<file path="src/rtl/core/bspq_pkg.sv">
// ----------------------------------------------------------------------------
// bspq_pkg
// Shared types and constants for the bounded stable priority queue: default
// sizes, command and status codes, and the controller-to-datapath command.
// ----------------------------------------------------------------------------
package bspq_pkg;

	// default sizing
	localparam int DEF_CAPACITY      = 8;
	localparam int DEF_PRIORITY_BITS = 4;

	// payload widths fixed by the interface
	localparam int VALUE_W  = 8;
	localparam int PRIO_W   = 4;
	localparam int STATUS_W = 2;
	localparam int FILL_W   = 4;

	// answer on a dequeue from an empty queue (ascii space)
	localparam logic [VALUE_W-1:0] EMPTY_ANSWER = 8'd32;

	// operation codes on the mode port
	localparam logic MODE_ENQUEUE = 1'b0;
	localparam logic MODE_DEQUEUE = 1'b1;

	// result status codes
	localparam logic [STATUS_W-1:0] STATUS_DONE  = 2'd0;
	localparam logic [STATUS_W-1:0] STATUS_FULL  = 2'd1;
	localparam logic [STATUS_W-1:0] STATUS_EMPTY = 2'd2;

	// commands from the controller to the datapath
	typedef struct packed {
		logic load;  // capture the request on the input ports
		logic exec;  // apply the captured request to the slots
	} bspq_cmd_t;

endpackage

</file>
<file path="src/rtl/core/bspq_ctrl.sv">
// ----------------------------------------------------------------------------
// bspq_ctrl
// Two-state controller: accepts a request while idle, then holds its work
// state while the datapath applies it to the sorted slot array.
// ----------------------------------------------------------------------------
module bspq_ctrl (
	input  logic                clk,
	input  logic                arst_n,
	input  logic                start,
	output logic                busy,
	output bspq_pkg::bspq_cmd_t cmd
);
	import bspq_pkg::*;

	typedef enum logic [1:0] {
		ST_IDLE = 2'b01,
		ST_WORK = 2'b10
	} state_t;

	state_t state_q;
	state_t state_nxt;

	// next state
	always_comb begin
		state_nxt = state_q;
		case (state_q)
			ST_IDLE: begin
				if (start) state_nxt = ST_WORK;
			end
			ST_WORK: begin
				state_nxt = ST_IDLE;
			end
			default: begin
				state_nxt = ST_IDLE;
			end
		endcase
	end

	// state register
	always_ff @(posedge clk or negedge arst_n) begin
		if (!arst_n) state_q <= ST_IDLE;
		else         state_q <= state_nxt;
	end

	// handshake and datapath commands
	assign busy     = (state_q != ST_IDLE);
	assign cmd.load = start && (state_q == ST_IDLE);
	assign cmd.exec = (state_q == ST_WORK);

endmodule

</file>
<file path="src/rtl/core/bspq_datapath.sv">
// ----------------------------------------------------------------------------
// bspq_datapath
// Sorted slot array with the head in slot 0. Every slot compares its own
// priority with the request in parallel; an insert shifts the tail up by one,
// a removal shifts everything down by one. Also holds the result registers.
// ----------------------------------------------------------------------------
module bspq_datapath #(
	parameter int CAPACITY      = bspq_pkg::DEF_CAPACITY,
	parameter int PRIORITY_BITS = bspq_pkg::DEF_PRIORITY_BITS
) (
	input  logic                            clk,
	input  logic                            arst_n,
	input  bspq_pkg::bspq_cmd_t             cmd,
	input  logic                            mode,
	input  logic [bspq_pkg::VALUE_W-1:0]    entry_value,
	input  logic [bspq_pkg::PRIO_W-1:0]     priority_level,
	output logic                            done,
	output logic [bspq_pkg::VALUE_W-1:0]    served_value,
	output logic [bspq_pkg::STATUS_W-1:0]   status,
	output logic [bspq_pkg::FILL_W-1:0]     fill_level
);
	import bspq_pkg::*;

	localparam int OCC_W = $clog2(CAPACITY + 1);

	// captured request
	logic                     mode_q;
	logic [VALUE_W-1:0]       value_q;
	logic [PRIORITY_BITS-1:0] prio_q;

	// slot array and fill count
	logic [VALUE_W-1:0]       slot_val_q [CAPACITY];
	logic [PRIORITY_BITS-1:0] slot_pri_q [CAPACITY];
	logic [OCC_W-1:0]         occ_q;

	// result registers
	logic                done_q;
	logic [VALUE_W-1:0]  served_q;
	logic [STATUS_W-1:0] status_q;
	logic [FILL_W-1:0]   fill_q;

	// per-slot compare results and next contents
	logic [CAPACITY-1:0]      occupied;
	logic [CAPACITY-1:0]      stay;
	logic [VALUE_W-1:0]       ins_val [CAPACITY];
	logic [PRIORITY_BITS-1:0] ins_pri [CAPACITY];
	logic [VALUE_W-1:0]       del_val [CAPACITY];
	logic [PRIORITY_BITS-1:0] del_pri [CAPACITY];

	logic             is_full;
	logic             queue_drained;
	logic             do_insert;
	logic             do_remove;
	logic [OCC_W-1:0] occ_nxt;

	// request capture; priority keeps only the bits the slots hold
	always_ff @(posedge clk) begin
		if (cmd.load) begin
			mode_q  <= mode;
			value_q <= entry_value;
			prio_q  <= PRIORITY_BITS'(priority_level);
		end
	end

	assign is_full       = (occ_q == OCC_W'(CAPACITY));
	assign queue_drained = (occ_q == '0);
	assign do_insert     = cmd.exec && (mode_q == MODE_ENQUEUE) && !is_full;
	assign do_remove     = cmd.exec && (mode_q == MODE_DEQUEUE) && !queue_drained;

	// one cell per slot: an entry stays put when it is held and ranks at or
	// before the new one; the first slot past that prefix takes the new entry
	for (genvar g = 0; g < CAPACITY; g++) begin : g_slot
		assign occupied[g] = (occ_q > OCC_W'(g));
		assign stay[g]     = occupied[g] && (slot_pri_q[g] <= prio_q);

		if (g == 0) begin : g_head
			assign ins_val[g] = stay[g] ? slot_val_q[g] : value_q;
			assign ins_pri[g] = stay[g] ? slot_pri_q[g] : prio_q;
		end else begin : g_body
			assign ins_val[g] = stay[g]     ? slot_val_q[g]   :
			                    stay[g-1]   ? value_q         : slot_val_q[g-1];
			assign ins_pri[g] = stay[g]     ? slot_pri_q[g]   :
			                    stay[g-1]   ? prio_q          : slot_pri_q[g-1];
		end

		if (g == CAPACITY - 1) begin : g_last
			assign del_val[g] = slot_val_q[g];
			assign del_pri[g] = slot_pri_q[g];
		end else begin : g_inner
			assign del_val[g] = slot_val_q[g+1];
			assign del_pri[g] = slot_pri_q[g+1];
		end

		// slot storage
		always_ff @(posedge clk) begin
			if (do_insert) begin
				slot_val_q[g] <= ins_val[g];
				slot_pri_q[g] <= ins_pri[g];
			end else if (do_remove) begin
				slot_val_q[g] <= del_val[g];
				slot_pri_q[g] <= del_pri[g];
			end
		end
	end

	// fill count after this step
	always_comb begin
		occ_nxt = occ_q;
		if (do_insert)      occ_nxt = occ_q + OCC_W'(1);
		else if (do_remove) occ_nxt = occ_q - OCC_W'(1);
	end

	// control state
	always_ff @(posedge clk or negedge arst_n) begin
		if (!arst_n) begin
			occ_q  <= '0;
			done_q <= 1'b0;
		end else begin
			occ_q  <= occ_nxt;
			done_q <= cmd.exec;
		end
	end

	// result payload
	always_ff @(posedge clk) begin
		if (cmd.exec) begin
			fill_q <= FILL_W'(occ_nxt);
			if (mode_q == MODE_ENQUEUE) begin
				served_q <= '0;
				status_q <= is_full ? STATUS_FULL : STATUS_DONE;
			end else if (queue_drained) begin
				served_q <= EMPTY_ANSWER;
				status_q <= STATUS_EMPTY;
			end else begin
				served_q <= slot_val_q[0];
				status_q <= STATUS_DONE;
			end
		end
	end

	assign done         = done_q;
	assign served_value = served_q;
	assign status       = status_q;
	assign fill_level   = fill_q;

endmodule

</file>
<file path="src/rtl/core/bounded_stable_priority_queue.sv">
// ----------------------------------------------------------------------------
// bounded_stable_priority_queue
// Bounded priority queue of bytes, lowest priority number first, equal
// priorities in arrival order.
// ----------------------------------------------------------------------------
// A request is taken when start is high and busy is low. busy is high for
// the one cycle in which the slot array is updated, and the result follows
// on the cycle after with done high for exactly one cycle; the receiver
// cannot stall it. A new request may be offered in the same cycle that a
// result is shown, but none is taken while one is being applied. The
// controller has a single work state, in which every slot compares and
// shifts in parallel. An enqueue into a full queue reports status full and
// changes nothing; a dequeue from an empty queue returns a space (32) with
// status empty. fill_level carries the low four bits of the count held
// after the step.
// ----------------------------------------------------------------------------
module bounded_stable_priority_queue #(
	parameter int CAPACITY      = bspq_pkg::DEF_CAPACITY,
	parameter int PRIORITY_BITS = bspq_pkg::DEF_PRIORITY_BITS
) (
	input  logic                          clk,
	input  logic                          arst_n,
	input  logic                          start,
	output logic                          busy,
	input  logic                          mode,
	input  logic [bspq_pkg::VALUE_W-1:0]  entry_value,
	input  logic [bspq_pkg::PRIO_W-1:0]   priority_level,
	output logic                          done,
	output logic [bspq_pkg::VALUE_W-1:0]  served_value,
	output logic [bspq_pkg::STATUS_W-1:0] status,
	output logic [bspq_pkg::FILL_W-1:0]   fill_level
);
	import bspq_pkg::*;

	bspq_cmd_t cmd;

	// sequencing
	bspq_ctrl u_ctrl (
		.clk    (clk),
		.arst_n (arst_n),
		.start  (start),
		.busy   (busy),
		.cmd    (cmd)
	);

	// slot array and results
	bspq_datapath #(
		.CAPACITY      (CAPACITY),
		.PRIORITY_BITS (PRIORITY_BITS)
	) u_datapath (
		.clk            (clk),
		.arst_n         (arst_n),
		.cmd            (cmd),
		.mode           (mode),
		.entry_value    (entry_value),
		.priority_level (priority_level),
		.done           (done),
		.served_value   (served_value),
		.status         (status),
		.fill_level     (fill_level)
	);

endmodule

</file>
<file path="config.mk">
export PLATFORM = sky130hd
export DESIGN_NAME = bounded_stable_priority_queue
export DESIGN_NICKNAME = d
export VERILOG_FILES = /design/src/rtl/core/bspq_pkg.sv /design/src/rtl/core/bspq_ctrl.sv /design/src/rtl/core/bspq_datapath.sv /design/src/rtl/core/bounded_stable_priority_queue.sv
export SDC_FILE = /design/constraint.sdc
export NUM_CORES = 1
export LEC_CHECK = 0
export ABC_AREA = 1
export BUFFER_PORTS_ARGS = -buffer_cell sky130_fd_sc_hd__buf_4
export CAP_MARGIN = 20
export CORE_MARGIN = 2
export CORE_UTILIZATION = 44
export CTS_CLUSTER_SIZE = 40
export DETAILED_ROUTE_END_ITERATION = 8
export PLACE_DENSITY = 0.69
export SLEW_MARGIN = 10
export SYNTH_ARGS = -nofsm -noshare
export SYNTH_HDL_FRONTEND = slang
export SYNTH_SLANG_ARGS = --single-unit
</file>
<file path="constraint.sdc">
create_clock -name clk -period 3.3 [get_ports clk]
set_clock_uncertainty 0.05 [all_clocks]
set_input_delay 0.33 -clock clk [delete_from_list [all_inputs] [get_ports clk]]
set_output_delay 0.33 -clock clk [all_outputs]
set_load 0.02 [all_outputs]
</file>
== Yosys cells after proc, flatten, opt, wreduce, memory -nomap -nowiden ==
Memory sizes are Yosys's and may differ from the RTL's.
Cells that the tools add are included.

* Register bits: 34
* Memories: 2
* Memory bits (writable): 96
* Input bits: 16
* Logic and storage cells: 128
* Memory bits (read-only): 0
* Latch bits: 0
* Output and inout bits: 16

* Reductions and logical operators: 17
* Add/subtract/negate cells: 2
* Bitwise logic cells: 17
* Shift-type cells: 0
* Divide/modulo/power cells: 0
* Multiply operators: 0
* Equal/unequal tests: 5
* Muxes and demuxes: 59
* Order comparisons: 16

{| class="wikitable"
|+ Memory list
! memory !! depth !! width !! read ports !! clocked after memory_dff !! wr ports !! RTL line !! text
|-
| u_datapath.slot_val_q || 8 || 8 || 8 || 0 || 8 || bspq_datapath.sv:32 || <nowiki>logic [VALUE_W-1:0] slot_val_q [CAPACITY];</nowiki>
|-
| u_datapath.slot_pri_q || 8 || 4 || 8 || 0 || 8 || bspq_datapath.sv:33 || <nowiki>logic [PRIORITY_BITS-1:0] slot_pri_q [CAPACITY];</nowiki>
|}

{| class="wikitable"
|+ Operator list
! operator !! count
|-
| two-way mux 8 bit || 23
|-
| two-way mux 4 bit || 25
|-
| <= comparator 4 bit || 8
|-
| > comparator 4 x 3 -> 1 bit, second input constant || 4
|-
| bitwise OR 1 bit || 16
|-
| logical AND 1 bit || 13
|-
| > comparator 4 x 1 -> 1 bit, second input constant || 2
|-
| > comparator 4 x 2 -> 1 bit, second input constant || 2
|-
| two-way mux 2 bit || 4
|-
| two-way mux 1 bit || 6
|-
| two-way mux 6 bit || 1
|-
| adder 4 x 1 -> 4 bit, second input constant || 1
|-
| == test 4 bit, second input constant || 1
|-
| logical NOT 4 bit || 1
|-
| subtractor 4 x 1 -> 4 bit, second input constant || 1
|-
| == test 2 x 1 -> 1 bit, second input constant || 1
|-
| == test 2 bit, second input constant || 1
|-
| logical NOT 1 bit || 2
|-
| != test 2 x 1 -> 1 bit, second input constant || 1
|-
| != test 2 bit, second input constant || 1
|-
| OR reduction 2 bit || 1
|-
| inverter 1 bit || 1
|}

== Logic depth before layout (Yosys ltp) ==
Gate-level depths: netlist of run 1.

* Depth after elaboration: 7
* Mapped depth: 13
* Depth with buffers taken out: 12

== Cells and area by module ==
Synthesis of run 1 repeated with hierarchy kept, for this count alone.

* Cell total of the unflattened synthesis: 866
* Area, all modules: 7,347.0 µm²

{| class="wikitable"
|+ Modules (own cells, without submodules)
! module !! area an instance (µm²) !! instances !! cells each !! sequential area each (µm²)
|-
| bspq_datapath || 7,265.7 || 1 || 857 || 3,818.7
|-
| bspq_ctrl || 81.3 || 1 || 9 || 51.3
|}

== Least setup slack after synthesis of run 1 ==
Ideal clock, no wire load.

* Path type: reg2reg
* Start: register, netlist name u_datapath.prio_q[3]
* End: memory u_datapath.slot_pri_q[5][0] (netlist bit), enable pin
* Data required time: 2,862 ps
* Cell stages (with the launch flop): 9
* Path slack: 756 ps
* Path buffers: 1
* Arrival: 2,106 ps
* Library setup time: 388 ps
* Period minus slack after synthesis: 2,544 ps
* Path through: edfxtp_1 > inv_1 > ha_1 > nand2_1 > inv_1 > nand3_1 > nand2_1 > clkbuf_1 > a31oi_1

{| class="wikitable"
|+ RTL lines
! element !! RTL line
|-
| to (decl) || bspq_datapath.sv:33
|}

==> results of run 1 <==
==> logic make-up (layout without fill, tap and decap cells) <==
group,count (synthesis),after routing,synth area share (%)
and+or+nand+nor,495,495,28.6
buffers and inverters,160,206,8.91
DFF,130,130,53.2
AOI/OAI and AO/OA,41,41,3.16
adders and majority gates,35,35,6.02
xor gates and xnor gates,1,1,0.120
==> layer usage <==
layer / up-vias / part of all wire, % / wire (um) / GRT usage [%]
met3: 17 / 6.0 / 969 / 4.67
met5: - / 0 / 0 / 0
met4: 0 / 1.3 / 214 / 6.09
met2: 159 / 45 / 7320 / 29.9
li1: 2896 / - / - / -
met1: 2571 / 47 / 7600 / 26.9
==> final cells by class <==
type / count / area [um^2] / share of cell area, %
inverter: 121 / 454 / 5.38
timing repair buffer: 54 / 420 / 4.98
multi-input combinational: 572 / 2770 / 32.8
sequential: 130 / 3870 / 45.8
clock inverter: 14 / 234 / 2.77
clock buffer: 17 / 425 / 5.04
tap: 220 / 275 / 3.26
==> worst max-delay path: cells and delay by family, from the launching register on <==
| kind | cells | cell delay (ns) |
|---|---|---|
| DFF | 1 | 0.42 |
| adders and majority gates | 1 | 0.27 |
| and+or+nand+nor | 4 | 0.86 |
| buffers and inverters | 4 | 0.84 |
==> power groups by stage <==
stage,Clock [mW],Combinational (mW),Sequential (mW)
after floorplan,0,1.30,2.21
after global placement,0,1.67,2.23
after detailed placement,0,1.71,2.23
after CTS,2.16,1.73,2.20
after global routing,2.23,1.97,2.21
final,2.13,1.72,2.20
==> worst min path at each step <==
stage,endpoint,startpoint,depth (start not counted),slack [ns]
finish,u_datapath.value_q[1],entry_value[1],1,0.02
global route,u_datapath.value_q[2],entry_value[2],1,0.005
CTS,u_datapath.value_q[1],entry_value[1],1,0.007
detailed placement,u_ctrl.state_q[1],arst_n,1,0.1
global placement,u_ctrl.state_q[1],arst_n,1,0.1
floorplan,u_ctrl.state_q[1],arst_n,0,-0.02
==> Yosys cell counts (2+ instances only) <==
library cell and number:
nor2_1 11, inv_2 3, dfrtp_1 6, a31oi_1 6
nand3_1 166, clkbuf_1 15, nand2_2 2, buf_2 17
nand2_1 313, o21ai_0 17, o21ai_1 2, o22ai_1 2
inv_1 118, ha_1 35, edfxtp_1 123, a21oi_1 12
buf_4 7
==> sequential cells by signal, indices dropped and copies added, names as in the netlist <==
signal	cells
u_datapath.prio_q	4
u_datapath.value_q	8
u_datapath.occ_q	4
u_datapath.done	1
u_ctrl.state_q	2
u_datapath.fill_level	4
u_datapath.slot_val_q	64
u_datapath.mode_q	1
u_datapath.served_value	8
u_datapath.slot_pri_q	32
u_datapath.status	2
==> stage by stage <==
stage	cell area [um^2]	util, %	hold slack, ns	instances
after floorplan	7280	-	-0.0156	862
after global placement	7780	47.6	0.0984	1096
after detailed placement	7780	47.6	0.0969	1096
after CTS	8450	51.7	0.00724	1128
after global routing	8450	51.7	0.00471	1128
final	8450	51.7	0.0222	1128
==> results.json, run 1 <==
{
  "outcome": "finished, final reports clean",
  "regToRegSetupSlack_ns": 0.71,
  "setup_tns_ns": 0,
  "root_buffer": "clkbuf_16",
  "finalHoldViolations": 0,
  "avgViaCountPerCell": 5.00,
  "yosys_warnings": 0,
  "critical_path.startpoint": "u_datapath.occ_q[0]",
  "portBuffers": 31,
  "path_cells": "inv_1 > ha_1 > nand2_2 > nand3_4 > buf_4 > inv_2 > buf_4 > nand2_1 > nand2_1",
  "post-route-min-period_ns": 2.59,
  "grt_start_max_net_pins": 54,
  "critPathLaunchType": "flip-flop",
  "io_pins": 32,
  "drive_gt1_share_pct": 9.91,
  "pwr-share-comb_pct": 28.4,
  "report.final.setup_viol": 0,
  "maxCapViolations": 0,
  "pwr-share-clk_pct": 35.2,
  "fillCellCount": 1522,
  "vias": 5643,
  "fp-row-count": 47,
  "start_util_pct": 44.5,
  "seq_power_share_pct": 36.4,
  "dp_hpwl_um": 11900,
  "dp_worst_setup_slack_ns": 0.725,
  "cp.required_ns": 3.55,
  "crit_end": "u_datapath.slot_pri_q[1][1]",
  "drtIter0Drc": 550,
  "drc": 0,
  "fin_nets": 947,
  "synth_top_area_share_pct": 50.8,
  "globalplace.congestion": 0.824,
  "die_h_um": 133,
  "area_growth_pct": 16.1,
  "synth_enable_flop_cells": 123,
  "irDropWorstVdd_mv": 0.392,
  "p_int_mw": 4.06,
  "r2r_end": "u_datapath.slot_pri_q[1][1]",
  "synthArstFlopShare_pct": 5.38,
  "cts_sinks": 130,
  "clkTransAtPathRegs_ns": 0.06,
  "postCtsHoldBufs": 1,
  "synth_top_area_cell": "edfxtp_1",
  "avgSynthCellArea_um2": 8.44,
  "grt_usage_pct": 19.3,
  "grt_overflow": 0,
  "reg2reg_depth": 9,
  "grt_pass1_vias": 5397,
  "critPathArrivalTime_ns": 2.83,
  "ctsHtreeMaxLevel": 4,
  "dr.pass1.iters": 5,
  "fmax_mhz": 387,
  "layout_commonest_cell": "nand2_1",
  "die_area_mm2": 0.0176,
  "core_mm2": 0.0163,
  "p_leak_nw": 4.00,
  "maxSlewHeadroom_pct": 52.0,
  "critical_path.max_stage_delay_ns": 0.42,
  "fp.dieW_um": 133,
  "syn_area_mm2": 0.00728,
  "crit_fanout": 36,
  "tightestPinTransition_ns": 0.720,
  "ys_ff_latch": 130,
  "slowest_stage": "dfrtp_1",
  "layout_common_cells": "313 x nand2_1, 166 x nand3_1, 123 x edfxtp_1",
  "dominantRegCellSynth": "edfxtp_1",
  "p_sw_mw": 1.98,
  "finalPower_mw": 6.05,
  "rsz0062_at_grt": "false",
  "wl_per_cell_um": 14.3,
  "swShare_pct": 32.8,
  "ctsResizeCount": 0,
  "cts_tree": "yes",
  "crit_type": "reg2reg",
  "antenna_found_initial": 0,
  "grt_pass1_wl_um": 26800,
  "antennaDiodeCount": 0,
  "slew_violations": 0,
  "cts.path.max_buffers": 2,
  "cts_setup_buffers": 0,
  "wl_um": 16100,
  "hp-class": "in2reg",
  "worstSkewPairLatency_ns": 0.43,
  "yosysSeqAreaShare_pct": 53.2,
  "cts_buffers": 17,
  "ys_types": 24,
  "r2r-start": "u_datapath.occ_q[0]",
  "syn-num-nets": 913,
  "final_antenna_net_count": 0,
  "synthesis.instances": 862,
  "fin_crit_sh_pct": 78.3,
  "end_kind": "flip-flop",
  "fin_ws_ns": 0.715,
  "synthTopCellsByArea": "edfxtp_1 51%, nand2_1 16%, nand3_1 11%",
  "power_density_mw_per_mm2": 716
}
No activity file was read; power rests on OpenSTA's default activity.
==> run 2, diff against run 1 <==
--- a/config.mk
+++ b/config.mk
@@ -12,7 +12,7 @@
 export CORE_UTILIZATION = 44
 export CTS_CLUSTER_SIZE = 40
 export DETAILED_ROUTE_END_ITERATION = 8
-export PLACE_DENSITY = 0.69
+export PLACE_DENSITY = 0.72
 export SLEW_MARGIN = 10
 export SYNTH_ARGS = -nofsm -noshare
 export SYNTH_HDL_FRONTEND = slang
==> constraint.sdc (replaced) <==
create_clock -name clk -period 2.1 [get_ports clk]
set_clock_uncertainty 0.05 [all_clocks]
set_input_delay 0.21 -clock clk [delete_from_list [all_inputs] [get_ports clk]]
set_output_delay 0.21 -clock clk [all_outputs]
set_load 0.02 [all_outputs]
==> run 2 against run 1 <==
Effect of this change:
- non-clock buffer count grew 48
- die area unchanged
- sequential cell count is the same
- via count rose by 3.3%
==> results.json, run 2 (synthesis gave the netlist of run 1 again) <==
{
  "outcome": "finished, final reports clean",
  "grt_overflow": 0,
  "fin_nets": 996,
  "wl_per_cell_um": 14.4,
  "crit_fanout": 8,
  "ctsHtreeMaxLevel": 4,
  "hp-class": "in2async",
  "antennaDiodeCount": 0,
  "drtIter0Drc": 500,
  "setup_tns_ns": 0,
  "dp_worst_setup_slack_ns": -0.0144,
  "layout_common_cells": "306 x nand2_1, 166 x nand3_1, 123 x edfxtp_1",
  "power_density_mw_per_mm2": 1050,
  "vias": 5832,
  "report.final.setup_viol": 0,
  "cts_buffers": 17,
  "grt_pass1_wl_um": 27500,
  "wl_um": 16900,
  "fmax_mhz": 487,
  "layout_commonest_cell": "nand2_1",
  "antenna_found_initial": 0,
  "die_h_um": 133,
  "dp_hpwl_um": 12200,
  "cts_sinks": 130,
  "final_antenna_net_count": 0,
  "maxCapViolations": 0,
  "largest_reg_flops": 64,
  "fp-row-count": 47,
  "grt_start_max_net_pins": 56,
  "end_kind": "flip-flop",
  "regMostFlops": "u_datapath.slot_val_q",
  "crit_type": "reg2reg",
  "start_util_pct": 44.5,
  "area_growth_pct": 24.8,
  "tightestPinTransition_ns": 0.492,
  "globalplace.congestion": 0.843,
  "core_mm2": 0.0163,
  "critPathArrivalTime_ns": 2.18,
  "critPathLaunchType": "flip-flop",
  "io_pins": 32,
  "slew_violations": 0,
  "grt_pass1_vias": 5527,
  "cts.path.max_buffers": 2,
  "maxSlewHeadroom_pct": 67.2,
  "fillCellCount": 1457,
  "clkTransAtPathRegs_ns": 0.06,
  "post-route-min-period_ns": 2.05,
  "die_area_mm2": 0.0176,
  "worstSkewPairLatency_ns": 0.43,
  "drc": 0,
  "avgViaCountPerCell": 4.95,
  "fin_crit_sh_pct": 97.7,
  "largestRegisters": "u_datapath.slot_val_q x64, u_datapath.slot_pri_q x32",
  "cts_tree": "yes",
  "placed_area_mm2": 0.00823,
  "p_leak_nw": 4.23,
  "rsz0062_at_grt": "true",
  "portBuffers": 31,
  "root_buffer": "clkbuf_16",
  "fp.dieW_um": 133,
  "drive_gt1_share_pct": 15.2,
  "cp.required_ns": 2.23,
  "irDropWorstVdd_mv": 0.613,
  "grt_usage_pct": 19.8,
  "finalHoldViolations": 0,
  "dr.pass1.iters": 6,
  "fin_ws_ns": 0.0474,
  "fin_area_mm2": 0.00908,
  "holdWs_ns": 0.0959
}
-- run 2: metal layers --
metal	share of wire (%)	vias up	wire (um)	GRT usage [%]
met4	1.5	0	249	6.99
met3	5.5	21	925	3.52
met1	46	2634	7850	27.4
li1	-	2998	-	-
met2	47	179	7900	31.6
met5	0	-	0	0
-- run 2: critical path, cell delays in order, from the launching register on --
cell	delay (ns)
edfxtp_1	0.45
buf_4	0.19
inv_4	0.09
ha_1	0.26
nand2_1	0.09
inv_1	0.06
nand2_1	0.06
nand2_1	0.08
nand2_4	0.11
buf_6	0.13
nand3_1	0.06
nand3_1	0.10
nand2_1	0.06
-- run 2: final timing paths --
kind                                              start                      endpoint  slack (ns)  cells past startpoint
hold reg to reg            u_datapath.slot_val_q[1][24]  u_datapath.slot_val_q[1][16]        0.47                      2
hold / removal                                   arst_n               u_datapath.done         0.1                      2
min in group clk                      priority_level[2]          u_datapath.prio_q[2]        0.44                      2
setup / recovery                   u_datapath.prio_q[3]  u_datapath.slot_val_q[1][17]        0.05                     12
setup reg to reg                   u_datapath.prio_q[3]  u_datapath.slot_val_q[1][17]        0.05                     12
max in group asynchronous                        arst_n             u_ctrl.state_q[0]        1.70                      2
-- run 2: through the flow --
| stage | total power [mW] | cells | utilization, % |
|---|---|---|---|
| floorplan | 5.59 | 862 | - |
| global placement | 6.50 | 1126 | 50.4 |
| detailed placement | 6.60 | 1126 | 50.4 |
| CTS | 9.51 | 1172 | 54.8 |
| global route | 10.2 | 1177 | 55.6 |
| finish | 9.56 | 1177 | 55.6 |
-- run 2: area by class of cell --
type                       instances  area [um^2]  share of cell area (%)
inverter                         121          467                    5.14
clock buffer                      18          429                    4.72
tap                              220          275                    3.03
timing repair buffer             102          981                    10.8
timing repair inverter             1         6.26                  0.0689
sequential                       130         3870                    42.6
multi-input combinational        572         2920                    32.1
clock inverter                    13          138                    1.51
-- run 2: where the power goes --
part / internal [mW] / total (mW) / leakage (nW) / switching (mW)
logic: 1.26 / 3.24 / 2.76 / 1.98
registers: 3.30 / 3.44 / 1.21 / 0.139
clock network: 1.74 / 2.88 / 0.268 / 1.14
-- run 2: repair_timing --
action,4_1_cts,5_1_grt
buffers inserted,0,4
cloned,0,1
hold buffers,15,0
resized for setup,2,25
pin swaps,0,1
endpoints found under the setup margin,11,176
hold endpoints to repair,21,0
==> run 3, diff against run 2 <==
--- a/config.mk
+++ b/config.mk
@@ -12,8 +12,8 @@
 export CORE_UTILIZATION = 44
 export CTS_CLUSTER_SIZE = 40
 export DETAILED_ROUTE_END_ITERATION = 8
-export PLACE_DENSITY = 0.72
-export SLEW_MARGIN = 10
+export PLACE_DENSITY = 0.68
+export SLEW_MARGIN = 20
 export SYNTH_ARGS = -nofsm -noshare
 export SYNTH_HDL_FRONTEND = slang
 export SYNTH_SLANG_ARGS = --single-unit
==> run 3 against run 2 <==
Effect of this change:
- maximum frequency decreased by 0.58%
- setup slack got worse by 0.012 ns
- count of clock-buffer cells in the layout decreased by 1
- critical path type unchanged
- largest power group is now combinational logic
==> results.json, run 3 (synthesis gave the netlist of run 1 again) <==
{
  "fp-row-count": 47,
  "seqCellArea_mm2": 0.00387,
  "regMostFlops": "u_datapath.slot_val_q",
  "fmax_mhz": 484,
  "dr.pass1.iters": 5,
  "cts_sinks": 130,
  "regToRegSetupSlack_ns": 0.04,
  "drtIter0Drc": 450,
  "post-route-min-period_ns": 2.06,
  "finalHoldViolations": 0,
  "maxSlewHeadroom_pct": 68.4,
  "critPathLaunchType": "flip-flop",
  "p_leak_nw": 4.33,
  "placed_area_mm2": 0.00828,
  "vias": 6038,
  "wl_um": 18100,
  "fillCellCount": 1474,
  "layout_commonest_cell": "nand2_1",
  "cts.path.max_buffers": 2,
  "clkTransAtPathRegs_ns": 0.06,
  "die_area_mm2": 0.0176,
  "area_growth_pct": 28.5,
  "root_buffer": "clkbuf_16",
  "avgViaCountPerCell": 5.07,
  "portBuffers": 31,
  "largestRegisters": "u_datapath.slot_val_q x64, u_datapath.slot_pri_q x32",
  "crit_type": "reg2reg",
  "io_pins": 32,
  "ctsHtreeMaxLevel": 4,
  "drive_gt1_share_pct": 17.7,
  "critPathArrivalTime_ns": 2.21,
  "globalplace.congestion": 0.871,
  "worstSkewPairLatency_ns": 0.44,
  "final_antenna_net_count": 0,
  "fp.dieW_um": 133,
  "largest_reg_flops": 64,
  "antennaDiodeCount": 0,
  "grt_pass1_vias": 5665,
  "dp_hpwl_um": 12400,
  "core_mm2": 0.0163,
  "grt_start_max_net_pins": 73,
  "hp-class": "in2async",
  "cts_buffers": 17,
  "power_density_mw_per_mm2": 1050,
  "layout_common_cells": "302 x nand2_1, 165 x nand3_1, 123 x edfxtp_1",
  "irDropWorstVdd_mv": 0.597,
  "antenna_found_initial": 0,
  "cp.required_ns": 2.25,
  "drc": 0,
  "slew_violations": 0,
  "tightestPinTransition_ns": 0.474,
  "cts_tree": "yes",
  "end_kind": "flip-flop",
  "rsz0062_at_grt": "true",
  "grt_usage_pct": 20.0,
  "fin_crit_sh_pct": 98.3,
  "final_core_util_pct": 57.2,
  "outcome": "finished, final reports clean",
  "maxCapViolations": 0,
  "wl_per_cell_um": 15.2,
  "grt_pass1_wl_um": 27700,
  "multi_input_area_mm2": 0.00298,
  "grt_overflow": 0,
  "report.final.setup_viol": 0,
  "die_h_um": 133,
  "fin_nets": 1010,
  "start_util_pct": 44.5,
  "crit_fanout": 8,
  "fin_area_mm2": 0.00935
}
## run 3: final timing paths
| kind | start | to | depth (start not counted) |
|---|---|---|---|
| min in group clk | entry_value[5] | u_datapath.value_q[5] | 2 |
| setup / recovery | u_datapath.prio_q[1] | u_datapath.slot_pri_q[6][3] | 9 |
| hold reg to reg | u_datapath.slot_val_q[1][30] | u_datapath.slot_val_q[1][22] | 2 |
| setup reg to reg | u_datapath.prio_q[1] | u_datapath.slot_pri_q[6][3] | 9 |
| hold / removal | arst_n | u_datapath.occ_q[0] | 2 |
| max in group asynchronous | arst_n | u_ctrl.state_q[0] | 2 |
## run 3: final cells by class
class	count	area share, %
sequential	130	41.4
multi-input combinational	573	31.9
timing repair buffer	116	12.7
inverter	121	5.02
clock buffer	17	4.55
tap	220	2.94
clock inverter	15	1.53
## run 3: critical path: stages, from the launching register on
cell and delay, ns:
edfxtp_1 0.42, clkinv_4 0.13, ha_1 0.32, a21oi_1 0.21, o21ai_1 0.09, o21ai_1 0.12, nand2_1 0.11, nand2_1 0.09
nand2_2 0.10, clkbuf_16 0.18
## run 3: what timing repair did
item                                    4_1_cts  5_1_grt
pin swaps                                     0       13
cloned                                        0        5
endpoints found under the setup margin       11      107
hold buffers                                 15        0
buffers inserted                              0       11
gates resized for setup                       2       43
hold endpoints to repair                     21        0
## run 3: where the power goes
part / switching [mW] / total, mW / internal [mW]
sequential: 0.142 / 3.45 / 3.31
combinational: 2.11 / 3.51 / 1.40
clock: 1.29 / 2.86 / 1.56
## run 3: metrics by stage
stage | setup TNS, ns | setup slack, ns | hold WS [ns] | power (mW) | instances
floorplan | 0 | 0.0168 | -0.136 | 5.59 | 862
global placement | 0 | 0.0500 | -0.0197 | 6.62 | 1129
detailed placement | -0.0234 | -0.0145 | -0.0205 | 6.70 | 1129
CTS | 0 | 0.00869 | 0.0605 | 9.59 | 1176
global route | -1.63 | -0.0814 | 0.110 | 10.4 | 1192
finish | 0 | 0.0355 | 0.0745 | 9.81 | 1192
## run 3: per-layer routing
| metal | global-route usage [%] | part of all wire (%) | wire length, um |
|---|---|---|---|
| met1 | 27.3 | 45 | 8120 |
| met4 | 6.57 | 1.3 | 243 |
| met3 | 3.98 | 5.1 | 928 |
| met2 | 32.1 | 49 | 8770 |
| met5 | 0 | 0 | 0 |
